File: src/hw/rtl/kpt_pkg.sv
package kpt_pkg;

    localparam int RAW_W         = 8;
    localparam int KIND_W        = 4;
    localparam int CHAR_W        = 7;
    localparam int CODE_W        = 6;
    localparam int MASK_W        = 5;
    localparam int KPT_QUEUE_DEPTH = 2;

    localparam logic [6:0] CODE_LIMIT = 7'd57;

    localparam logic [CODE_W-1:0] KEY_CTRL  = 6'd29;
    localparam logic [CODE_W-1:0] KEY_FN    = 6'd41;
    localparam logic [CODE_W-1:0] KEY_SHIFT = 6'd42;
    localparam logic [CODE_W-1:0] KEY_ALT   = 6'd54;
    localparam logic [CODE_W-1:0] KEY_OPT   = 6'd55;
    localparam logic [CODE_W-1:0] KEY_UP    = 6'd23;
    localparam logic [CODE_W-1:0] KEY_DOWN  = 6'd37;
    localparam logic [CODE_W-1:0] KEY_B     = 6'd47;
    localparam logic [CODE_W-1:0] KEY_W     = 6'd17;
    localparam logic [CODE_W-1:0] KEY_M     = 6'd49;
    localparam logic [CODE_W-1:0] KEY_S     = 6'd31;

    // modifier mask bit positions
    localparam int M_CTRL  = 0;
    localparam int M_FN    = 1;
    localparam int M_SHIFT = 2;
    localparam int M_ALT   = 3;
    localparam int M_OPT   = 4;

    localparam logic [CHAR_W-1:0] CH_BACKSPACE = 7'h08;
    localparam logic [CHAR_W-1:0] CH_ENTER     = 7'h0A;
    localparam logic [CHAR_W-1:0] CH_FIRST     = 7'h20;
    localparam logic [CHAR_W-1:0] CH_LAST      = 7'h7E;
    localparam logic [CHAR_W-1:0] CH_U         = 7'h75;
    localparam logic [CHAR_W-1:0] CH_L         = 7'h6C;
    localparam logic [CHAR_W-1:0] CH_C         = 7'h63;

    typedef enum logic [KIND_W-1:0] {
        KIND_CHAR      = 4'd0,
        KIND_ENTER     = 4'd1,
        KIND_BACKSPACE = 4'd2,
        KIND_FN_UP     = 4'd3,
        KIND_FN_DOWN   = 4'd4,
        KIND_FN_B      = 4'd5,
        KIND_FN_W      = 4'd6,
        KIND_FN_M      = 4'd7,
        KIND_FN_S      = 4'd8,
        KIND_CTRL_U    = 4'd9,
        KIND_CTRL_L    = 4'd10,
        KIND_CTRL_C    = 4'd11
    } kind_t;

    // press of a non-modifier key, with the Fn, Ctrl and Shift state held at that point
    typedef struct packed {
        logic [CODE_W-1:0] code;
        logic              fn;
        logic              ctrl;
        logic              shift;
    } kpt_cmd_t;

    function automatic logic [CHAR_W-1:0] rom_base(input logic [CODE_W-1:0] code);
        logic [CHAR_W-1:0] ch;
        unique case (code)
            6'd1:  ch = 7'h60;
            6'd2:  ch = 7'h31;
            6'd3:  ch = 7'h32;
            6'd4:  ch = 7'h33;
            6'd5:  ch = 7'h34;
            6'd6:  ch = 7'h35;
            6'd7:  ch = 7'h36;
            6'd8:  ch = 7'h37;
            6'd9:  ch = 7'h38;
            6'd10: ch = 7'h39;
            6'd11: ch = 7'h30;
            6'd12: ch = 7'h2D;
            6'd13: ch = 7'h3D;
            6'd14: ch = CH_BACKSPACE;
            6'd15: ch = 7'h09;
            6'd16: ch = 7'h71;
            6'd17: ch = 7'h77;
            6'd18: ch = 7'h65;
            6'd19: ch = 7'h72;
            6'd20: ch = 7'h74;
            6'd21: ch = 7'h79;
            6'd22: ch = 7'h75;
            6'd23: ch = 7'h69;
            6'd24: ch = 7'h6F;
            6'd25: ch = 7'h70;
            6'd26: ch = 7'h5B;
            6'd27: ch = 7'h5D;
            6'd28: ch = CH_ENTER;
            6'd30: ch = 7'h61;
            6'd31: ch = 7'h73;
            6'd32: ch = 7'h64;
            6'd33: ch = 7'h66;
            6'd34: ch = 7'h67;
            6'd35: ch = 7'h68;
            6'd36: ch = 7'h6A;
            6'd37: ch = 7'h6B;
            6'd38: ch = 7'h6C;
            6'd39: ch = 7'h3B;
            6'd40: ch = 7'h27;
            6'd43: ch = 7'h7A;
            6'd44: ch = 7'h78;
            6'd45: ch = 7'h63;
            6'd46: ch = 7'h76;
            6'd47: ch = 7'h62;
            6'd48: ch = 7'h6E;
            6'd49: ch = 7'h6D;
            6'd50: ch = 7'h2C;
            6'd51: ch = 7'h2E;
            6'd52: ch = 7'h2F;
            6'd53: ch = 7'h20;
            default: ch = 7'h00;
        endcase
        return ch;
    endfunction

    function automatic logic [CHAR_W-1:0] rom_shift(input logic [CODE_W-1:0] code);
        logic [CHAR_W-1:0] ch;
        unique case (code)
            6'd1:  ch = 7'h7E;
            6'd2:  ch = 7'h21;
            6'd3:  ch = 7'h40;
            6'd4:  ch = 7'h23;
            6'd5:  ch = 7'h24;
            6'd6:  ch = 7'h25;
            6'd7:  ch = 7'h5E;
            6'd8:  ch = 7'h26;
            6'd9:  ch = 7'h2A;
            6'd10: ch = 7'h28;
            6'd11: ch = 7'h29;
            6'd12: ch = 7'h5F;
            6'd13: ch = 7'h2B;
            6'd14: ch = CH_BACKSPACE;
            6'd15: ch = 7'h09;
            6'd16: ch = 7'h51;
            6'd17: ch = 7'h57;
            6'd18: ch = 7'h45;
            6'd19: ch = 7'h52;
            6'd20: ch = 7'h54;
            6'd21: ch = 7'h59;
            6'd22: ch = 7'h55;
            6'd23: ch = 7'h49;
            6'd24: ch = 7'h4F;
            6'd25: ch = 7'h50;
            6'd26: ch = 7'h7B;
            6'd27: ch = 7'h7D;
            6'd28: ch = CH_ENTER;
            6'd30: ch = 7'h41;
            6'd31: ch = 7'h53;
            6'd32: ch = 7'h44;
            6'd33: ch = 7'h46;
            6'd34: ch = 7'h47;
            6'd35: ch = 7'h48;
            6'd36: ch = 7'h4A;
            6'd37: ch = 7'h4B;
            6'd38: ch = 7'h4C;
            6'd39: ch = 7'h3A;
            6'd40: ch = 7'h22;
            6'd43: ch = 7'h5A;
            6'd44: ch = 7'h58;
            6'd45: ch = 7'h43;
            6'd46: ch = 7'h56;
            6'd47: ch = 7'h42;
            6'd48: ch = 7'h4E;
            6'd49: ch = 7'h4D;
            6'd50: ch = 7'h3C;
            6'd51: ch = 7'h3E;
            6'd52: ch = 7'h3F;
            6'd53: ch = 7'h20;
            default: ch = 7'h00;
        endcase
        return ch;
    endfunction

endpackage

File: src/hw/rtl/kpt_raw_if.sv
interface kpt_raw_if
    import kpt_pkg::*;
();
    logic             valid;
    logic             ready;
    logic [RAW_W-1:0] raw_event;

    modport source (output valid, output raw_event, input ready);
    modport sink   (input valid, input raw_event, output ready);
endinterface

File: src/hw/rtl/kpt_event_if.sv
interface kpt_event_if
    import kpt_pkg::*;
();
    logic              valid;
    logic              ready;
    logic [KIND_W-1:0] event_kind;
    logic [CHAR_W-1:0] char_code;

    modport source (output valid, output event_kind, output char_code, input ready);
    modport sink   (input valid, input event_kind, input char_code, output ready);
endinterface

File: src/hw/rtl/kpt_front.sv
module kpt_front
    import kpt_pkg::*;
(
    input  logic             clk,
    input  logic             rst_n,
    kpt_raw_if.sink          raw,
    input  logic             q_full,
    output logic             q_push,
    output kpt_cmd_t         q_cmd
);

    logic [MASK_W-1:0] mask_reg;
    logic [MASK_W-1:0] mask_next;
    logic [MASK_W-1:0] mod_bit;
    logic [6:0]        code7;
    logic              pressed;
    logic              code_ok;
    logic              accept;

    assign raw.ready = !q_full;
    assign accept    = raw.valid && raw.ready;
    assign code7     = raw.raw_event[6:0];
    assign pressed   = raw.raw_event[7];
    assign code_ok   = (code7 != 7'd0) && (code7 < CODE_LIMIT);

    always_comb
    begin
        mod_bit = '0;
        unique case (code7[CODE_W-1:0])
            KEY_CTRL:  mod_bit[M_CTRL]  = 1'b1;
            KEY_FN:    mod_bit[M_FN]    = 1'b1;
            KEY_SHIFT: mod_bit[M_SHIFT] = 1'b1;
            KEY_ALT:   mod_bit[M_ALT]   = 1'b1;
            KEY_OPT:   mod_bit[M_OPT]   = 1'b1;
            default:   mod_bit = '0;
        endcase
        if (!code_ok)
        begin
            mod_bit = '0;
        end
    end

    always_comb
    begin
        mask_next = mask_reg;
        if (accept && (mod_bit != '0))
        begin
            mask_next = pressed ? (mask_reg | mod_bit) : (mask_reg & ~mod_bit);
        end
    end

    always_ff @(posedge clk or negedge rst_n)
    begin
        if (!rst_n)
        begin
            mask_reg <= '0;
        end
        else
        begin
            mask_reg <= mask_next;
        end
    end

    // only presses of ordinary keys go on to the translator
    assign q_push      = accept && code_ok && pressed && (mod_bit == '0);
    assign q_cmd.code  = code7[CODE_W-1:0];
    assign q_cmd.fn    = mask_reg[M_FN];
    assign q_cmd.ctrl  = mask_reg[M_CTRL];
    assign q_cmd.shift = mask_reg[M_SHIFT];

endmodule

File: src/hw/rtl/kpt_queue.sv
module kpt_queue
    import kpt_pkg::*;
#(
    parameter int DEPTH = KPT_QUEUE_DEPTH
)
(
    input  logic     clk,
    input  logic     rst_n,
    input  logic     push,
    input  kpt_cmd_t push_cmd,
    output logic     full,
    input  logic     pop,
    output logic     avail,
    output kpt_cmd_t pop_cmd
);

    localparam int PTR_W = (DEPTH > 1) ? $clog2(DEPTH) : 1;
    localparam int CNT_W = $clog2(DEPTH + 1);
    localparam logic [PTR_W-1:0] LAST = PTR_W'(DEPTH - 1);
    localparam logic [CNT_W-1:0] FULL_CNT = CNT_W'(DEPTH);

    kpt_cmd_t          slot_reg [DEPTH];
    logic [PTR_W-1:0]  wr_ptr_reg;
    logic [PTR_W-1:0]  rd_ptr_reg;
    logic [CNT_W-1:0]  count_reg;
    logic              do_push;
    logic              do_pop;

    assign full    = (count_reg == FULL_CNT);
    assign avail   = (count_reg != '0);
    assign do_push = push && !full;
    assign do_pop  = pop && avail;
    assign pop_cmd = slot_reg[rd_ptr_reg];

    always_ff @(posedge clk)
    begin
        if (do_push)
        begin
            slot_reg[wr_ptr_reg] <= push_cmd;
        end
    end

    always_ff @(posedge clk or negedge rst_n)
    begin
        if (!rst_n)
        begin
            wr_ptr_reg <= '0;
            rd_ptr_reg <= '0;
            count_reg  <= '0;
        end
        else
        begin
            if (do_push)
            begin
                wr_ptr_reg <= (wr_ptr_reg == LAST) ? '0 : wr_ptr_reg + 1'b1;
            end
            if (do_pop)
            begin
                rd_ptr_reg <= (rd_ptr_reg == LAST) ? '0 : rd_ptr_reg + 1'b1;
            end
            if (do_push && !do_pop)
            begin
                count_reg <= count_reg + 1'b1;
            end
            else if (do_pop && !do_push)
            begin
                count_reg <= count_reg - 1'b1;
            end
        end
    end

    a_count_bound: assert property (@(posedge clk) disable iff (!rst_n)
        count_reg <= FULL_CNT)
        else $error("queue count beyond depth");

    a_count_up: assert property (@(posedge clk) disable iff (!rst_n)
        (do_push && !do_pop) |=> (count_reg == $past(count_reg) + 1'b1))
        else $error("queue count missed a push");

endmodule

File: src/hw/rtl/kpt_back.sv
module kpt_back
    import kpt_pkg::*;
(
    input  logic       clk,
    input  logic       rst_n,
    input  logic       q_avail,
    input  kpt_cmd_t   q_cmd,
    output logic       q_pop,
    kpt_event_if.source evt
);

    logic              out_valid_reg;
    logic              out_valid_next;
    kind_t             kind_reg;
    logic [CHAR_W-1:0] char_reg;

    logic              emit;
    kind_t             kind;
    logic [CHAR_W-1:0] ch_out;
    logic [CHAR_W-1:0] ch_base;
    logic [CHAR_W-1:0] ch_sel;

    assign ch_base = rom_base(q_cmd.code);
    assign ch_sel  = q_cmd.shift ? rom_shift(q_cmd.code) : ch_base;

    always_comb
    begin
        emit   = 1'b0;
        kind   = KIND_CHAR;
        ch_out = '0;
        if (q_cmd.fn)
        begin
            emit = 1'b1;
            unique case (q_cmd.code)
                KEY_UP:   kind = KIND_FN_UP;
                KEY_DOWN: kind = KIND_FN_DOWN;
                KEY_B:    kind = KIND_FN_B;
                KEY_W:    kind = KIND_FN_W;
                KEY_M:    kind = KIND_FN_M;
                KEY_S:    kind = KIND_FN_S;
                default:  emit = 1'b0;
            endcase
        end
        else if (q_cmd.ctrl)
        begin
            emit = 1'b1;
            unique case (ch_base)
                CH_U:    kind = KIND_CTRL_U;
                CH_L:    kind = KIND_CTRL_L;
                CH_C:    kind = KIND_CTRL_C;
                default: emit = 1'b0;
            endcase
        end
        else if (ch_sel == CH_ENTER)
        begin
            emit = 1'b1;
            kind = KIND_ENTER;
        end
        else if (ch_sel == CH_BACKSPACE)
        begin
            emit = 1'b1;
            kind = KIND_BACKSPACE;
        end
        else if ((ch_sel >= CH_FIRST) && (ch_sel <= CH_LAST))
        begin
            emit   = 1'b1;
            ch_out = ch_sel;
        end
    end

    // a dropped key is consumed without touching the output register
    assign q_pop = q_avail && (!out_valid_reg || evt.ready);

    always_comb
    begin
        out_valid_next = out_valid_reg;
        if (q_pop)
        begin
            out_valid_next = emit;
        end
        else if (evt.ready)
        begin
            out_valid_next = 1'b0;
        end
    end

    always_ff @(posedge clk or negedge rst_n)
    begin
        if (!rst_n)
        begin
            out_valid_reg <= 1'b0;
        end
        else
        begin
            out_valid_reg <= out_valid_next;
        end
    end

    always_ff @(posedge clk)
    begin
        if (q_pop && emit)
        begin
            kind_reg <= kind;
            char_reg <= ch_out;
        end
    end

    assign evt.valid      = out_valid_reg;
    assign evt.event_kind = kind_reg;
    assign evt.char_code  = char_reg;

    a_char_zero: assert property (@(posedge clk) disable iff (!rst_n)
        (out_valid_reg && (kind_reg != KIND_CHAR)) |-> (char_reg == '0))
        else $error("char code set on a non-character event");

    a_char_printable: assert property (@(posedge clk) disable iff (!rst_n)
        (out_valid_reg && (kind_reg == KIND_CHAR)) |->
        ((char_reg >= CH_FIRST) && (char_reg <= CH_LAST)))
        else $error("character event outside printable range");

endmodule

File: src/hw/rtl/keypad_event_translator.sv
// A result passes through the queue and then the output register after the transfer of the key event that causes it.
// Throughput: one key event per cycle; the front takes events while the queue has room.
// Modifier, release and unmapped events are absorbed and give no result.
// Reset (rst_n low, asynchronous): modifier mask cleared, queue emptied, output invalid.
module keypad_event_translator
    import kpt_pkg::*;
#(
    parameter int QUEUE_DEPTH = KPT_QUEUE_DEPTH
)
(
    input  logic        clk,
    input  logic        rst_n,
    kpt_raw_if.sink     raw_ch,
    kpt_event_if.source event_ch
);

    logic     q_full;
    logic     q_push;
    logic     q_pop;
    logic     q_avail;
    kpt_cmd_t push_cmd;
    kpt_cmd_t pop_cmd;

    kpt_front u_front (
        .clk    (clk),
        .rst_n  (rst_n),
        .raw    (raw_ch),
        .q_full (q_full),
        .q_push (q_push),
        .q_cmd  (push_cmd)
    );

    kpt_queue #(
        .DEPTH (QUEUE_DEPTH)
    ) u_queue (
        .clk      (clk),
        .rst_n    (rst_n),
        .push     (q_push),
        .push_cmd (push_cmd),
        .full     (q_full),
        .pop      (q_pop),
        .avail    (q_avail),
        .pop_cmd  (pop_cmd)
    );

    kpt_back u_back (
        .clk     (clk),
        .rst_n   (rst_n),
        .q_avail (q_avail),
        .q_cmd   (pop_cmd),
        .q_pop   (q_pop),
        .evt     (event_ch)
    );

endmodule

File: src/flat_wrapper.sv
// flat-port wrapper written by rule: the top's interface ports become plain ports
module keypad_event_translator_flat import kpt_pkg::*;
#(
    parameter int QUEUE_DEPTH = KPT_QUEUE_DEPTH
)
  (clk, rst_n, raw_ch_valid, raw_ch_raw_event, raw_ch_ready, event_ch_valid, event_ch_event_kind, event_ch_char_code, event_ch_ready);
  kpt_raw_if raw_ch_i ();
  kpt_event_if event_ch_i ();
  input  logic clk;
  input  logic rst_n;
  input wire logic [$bits(raw_ch_i.valid)-1:0] raw_ch_valid;
  input wire logic [$bits(raw_ch_i.raw_event)-1:0] raw_ch_raw_event;
  output wire logic [$bits(raw_ch_i.ready)-1:0] raw_ch_ready;
  output wire logic [$bits(event_ch_i.valid)-1:0] event_ch_valid;
  output wire logic [$bits(event_ch_i.event_kind)-1:0] event_ch_event_kind;
  output wire logic [$bits(event_ch_i.char_code)-1:0] event_ch_char_code;
  input wire logic [$bits(event_ch_i.ready)-1:0] event_ch_ready;
  assign raw_ch_i.valid = raw_ch_valid;
  assign raw_ch_i.raw_event = raw_ch_raw_event;
  assign raw_ch_ready = raw_ch_i.ready;
  assign event_ch_valid = event_ch_i.valid;
  assign event_ch_event_kind = event_ch_i.event_kind;
  assign event_ch_char_code = event_ch_i.char_code;
  assign event_ch_i.ready = event_ch_ready;
  keypad_event_translator #(.QUEUE_DEPTH(QUEUE_DEPTH)) u_core (.clk(clk), .rst_n(rst_n), .raw_ch(raw_ch_i), .event_ch(event_ch_i));
endmodule
File: config.mk
export PLATFORM = sky130hd
export DESIGN_NAME = keypad_event_translator_flat
export DESIGN_NICKNAME = d
export VERILOG_FILES = /design/src/hw/rtl/kpt_pkg.sv /design/src/hw/rtl/kpt_raw_if.sv /design/src/hw/rtl/kpt_event_if.sv /design/src/hw/rtl/kpt_front.sv /design/src/hw/rtl/kpt_queue.sv /design/src/hw/rtl/kpt_back.sv /design/src/hw/rtl/keypad_event_translator.sv /design/src/flat_wrapper.sv
export SDC_FILE = /design/constraint.sdc
export NUM_CORES = 1
export LEC_CHECK = 0
export BUFFER_PORTS_ARGS = -buffer_cell sky130_fd_sc_hd__buf_2
export CAP_MARGIN = 15
export CORE_AREA = 2 2 83 85
export DETAILED_ROUTE_END_ITERATION = 10
export DIE_AREA = 0 0 85 87
export PLACE_DENSITY = 0.68
export SYNTH_ARGS = -nofsm -noshare
export SYNTH_HDL_FRONTEND = slang
export SYNTH_SLANG_ARGS = --single-unit
File: constraint.sdc
create_clock -name clk -period 6.9 [get_ports clk]
set_input_delay 1.035 -clock clk [delete_from_list [all_inputs] [get_ports clk]]
set_output_delay 1.035 -clock clk [all_outputs]
set_load 0.005 [all_outputs]
==> summary.md <==
| Metric | Value |
|---|---|
| Switching part of the total | 47.5% |
| CP required | 6.91 ns |
| Final Hold Viols | 0 |
| Final setup vio count | 0 |
| Initial Utilization | 48.7% |
| Crit. End Element | register |
| Slew margin rel. | 37.7% |
| Cell accounting for the most synthesized area | edfxtp_1 |
| GP Congestion | 0.950 |
| Rows | 30 |
| Root Buffer | clkbuf_8 |
| Cells after Synth | 338 |
| P per Cell Area | 384 mW/mm^2 |
| Die Area | 0.00740 sq mm |
| Vias in the first global route | 2,646 |
| Netlist cell types | 74 |
| Reg clk slew, reported paths | 0.08 ns |
| CTS Hold Buffers Added | 0 |
| Core area | 0.00657 sq mm |
| Io pins | 25 |
| Drc violations | 0 |
| Internal | 0.690 mW |
| Post-Synth XOR/XNOR Area | 2.46% |
| Largest register FFs | 18 |
| Crit path time final | 4.86 ns |
| Reg2reg path depth | 12 |
| Fraction of layout cells with a size suffix above 1 | 18.3% |
| Main area contributors after synthesis | edfxtp_1 27%, dfrtp_1 6.3%, ha_1 5.1% |
| Largest net degree at the start of global routing | 29 |
| Setup WS pre-CTS | 2.16 ns |
| Mux share of post-synthesis cell area | 10.6% |
| Core Util, Final | 52.2% |
| Post-synth EDFFs | 29 |
| Antenna violations before repair | 0 |
| WHS Endpoint | u_core.u_queue.slot_reg[0][1] |
| Overflow after GRT | 0 |
| CTS Buffer Depth | 2 |
| Slew Viols, Final | 0 |
| Setup Skew | 0.00766 ns |
| Worst-Margin Slew | 0.915 ns |
| Status | finished clean |
| Critical path arrival | 4.86 ns |
| Fmax | 206 MHz |
| DR WL/cell | 18.8 um |
| Placed Instances | 428 |
| H-tree levels | 2 |
| Port Buf Inserts | 24 |
| CTS tree | built |
| Main synth FF type | edfxtp_1 |
| Hold path depth | 0 |
| Hold_ws | 0.480 ns |
| Syn_nets | 363 |
| GRT Total Usage | 22.9% |
| Unrepaired setup endpoints after global routing | false |
| P&R area growth vs syn | 7.08% |
| Die Ht | 87 um |
| Drt first pass iters | 6 |
| # fillers | 589 |
| Lkg Pwr | 1.30 nW |
| Register-to-Register Setup Slack | 2.04 ns |
| Critical R2R Capture | u_core.u_back.evt.char_code[0] |
| CTS Buf Count | 5 |
| Compound-Gate Fraction of Synth Area | 23.6% |
| Vias per std cell | 6.59 |
| Flops & latches, synth | 37 |
| Hold crit path type | register to register |
| HPWL Detailed | 5920 um |
| Sequential-to-total area share from yosys stat | 33.5% |
| Asr flop ratio synth | 21.6% |
| Post-Synth Adder-Cell Area | 5.08% |
| Setup TNS | 0 ns |
| Post-Route WL | 8210 um |
| Post-cts gate resize count | 0 |
| Yosys top cell area share | 27.2% |
| Global-route wire length before repair | 13,300 um |
| 1st-iter DRT viols | 255 |
| Reg-to-Reg Start | u_core.u_queue.rd_ptr_reg |
| Max-cap violation count | 0 |
| # nets final | 380 |
| Syn_area_per_cell | 9.47 sq um |
| Comb pwr share | 61.3% |
| Crit-path max FO | 24 |
| Critical path type | register to register |
| Sw power | 0.624 mW |
| Worst vdd ir | 0.000198 V |
| Routed via count | 2,873 |
| Clk pwr share | 11.9% |
| Non-filler cells, final | 436 |
| Clk Latency, worst-skew pair | 0.30 ns |
| Post-Syn Area | 0.00320 sq mm |
| Detail Route Antenna Nets | 0 |
| Sequential power share | 26.8% |
| Final WS setup | 2.04 ns |
| Fin crit share | 70.4% |
| Ys Warns | 0 |
| Post-Synth Simple-Gate Area | 19.8% |
| Ant diodes | 0 |
| Die X | 85 um |
| Type of origin of the critical path | register |
| Setup Buffers After CTS | 0 |
| Largest family of logic cells by synthesized area | compound AO/OA/AOI/OAI gates |
| Clk sink count | 37 |
[layout make-up]
class / instances / area, sq um / share of cell area (%)
timing repair buffer: 29 / 158 / 4.60
tap: 80 / 100 / 2.92
clock inverter: 3 / 21.3 / 0.621
inverter: 8 / 32.5 / 0.950
sequential: 37 / 1070 / 31.3
multi-input combinational: 274 / 1970 / 57.6
clock buffer: 5 / 68.8 / 2.01
[power by group through the flow]
stage / clock [mW] / sequential, mW / combinational, mW
after floorplan: 0 / 0.335 / 0.628
after global placement: 0 / 0.355 / 0.787
after detailed placement: 0 / 0.358 / 0.782
after CTS: 0.160 / 0.353 / 0.786
after global routing: 0.168 / 0.361 / 0.874
final: 0.156 / 0.353 / 0.805
[cells in the final DEF (no fill, tap or decap), types with 3 or more instances in the layout]
master	n
nor2_1	31
edfxtp_1	29
nand2_1	28
buf_2	24
o21ai_0	18
a21oi_1	15
mux2i_1	13
ha_1	13
nand2b_1	9
nand3_1	9
dfrtp_1	8
nor2b_1	7
and3_1	7
xnor2_1	7
a31oi_1	7
inv_1	6
mux2_2	6
nor3_1	6
nand4_1	6
and2_1	5
a211oi_1	5
clkbuf_8	5
buf_4	5
mux2i_2	4
a32oi_1	4
o221ai_1	4
o22ai_1	4
mux2_4	3
a211o_1	3
o31ai_1	3
a211oi_2	3
o211ai_1	3
[synthesized netlist by cell type, types with 3 or more instances]
| library cell | number |
|---|---|
| o211ai_1 | 3 |
| nand4_1 | 6 |
| a21oi_1 | 15 |
| nor3_1 | 6 |
| buf_6 | 4 |
| nor2b_1 | 7 |
| mux2_4 | 3 |
| a31oi_1 | 7 |
| buf_4 | 3 |
| a211o_1 | 3 |
| a211oi_1 | 5 |
| o22ai_1 | 4 |
| nand2_1 | 28 |
| dfrtp_1 | 8 |
| edfxtp_1 | 29 |
| and3_1 | 7 |
| a211oi_2 | 3 |
| nor2_1 | 31 |
| o31ai_1 | 3 |
| nand2b_1 | 9 |
| mux2i_2 | 3 |
| mux2i_1 | 14 |
| inv_1 | 6 |
| o21ai_0 | 18 |
| buf_2 | 9 |
| a32oi_1 | 4 |
| o221ai_1 | 4 |
| mux2_2 | 6 |
| and2_1 | 5 |
| xnor2_1 | 7 |
| nand3_1 | 9 |
| ha_1 | 13 |
[metal layers]
layer | share of wire (%) | up-vias | global-route usage, %
met5 | 0 | - | 0
met1 | 41 | 1336 | 30.0
met4 | 4.4 | 0 | 12.1
li1 | - | 1341 | -
met3 | 8.6 | 35 | 5.21
met2 | 46 | 161 | 35.3
[worst max path at each step]
stage	start	slack (ns)	end
after floorplan	u_core.u_queue.rd_ptr_reg	2.84	u_core.u_back.evt.char_code[0]
after global placement	u_core.u_queue.rd_ptr_reg	2.18	u_core.u_back.evt.char_code[0]
final	u_core.u_queue.rd_ptr_reg	2.04	u_core.u_back.evt.char_code[0]
after global routing	u_core.u_queue.rd_ptr_reg	1.72	u_core.u_back.evt.char_code[0]
after detailed placement	u_core.u_queue.rd_ptr_reg	2.16	u_core.u_back.evt.event_kind[3]
after CTS	u_core.u_queue.rd_ptr_reg	2.16	u_core.u_back.evt.char_code[0]
[stage by stage]
stage | power, mW | cell area [sq um]
floorplan | 0.962 | 3200
global placement | 1.14 | 3340
detailed placement | 1.14 | 3340
CTS | 1.30 | 3430
global route | 1.40 | 3430
finish | 1.31 | 3430
[worst max-delay path: stages, from the launching register on]
cell and delay (ns):
dfrtp_1 0.95, mux2i_2 0.67, ha_1 0.53, xnor2_1 0.23, o32ai_1 0.15, and2_1 0.23
a211oi_1 0.55, o211ai_1 0.25, nor3_1 0.30, a22o_1 0.20, a21boi_1 0.09, nor3_1 0.19
buf_4 0.22
[cell families (layout without fill, tap and decap cells)]
group,Yosys count,in the layout
AND/OR/NAND/NOR,122,122
adder cells (fa/ha/maj),13,13
XOR/XNOR,9,9
buffers and inverters,27,45
flip-flops,37,37
AO/OA/AOI/OAI,102,102
multiplexers,28,28
No activity file was read; power rests on OpenSTA's default activity.
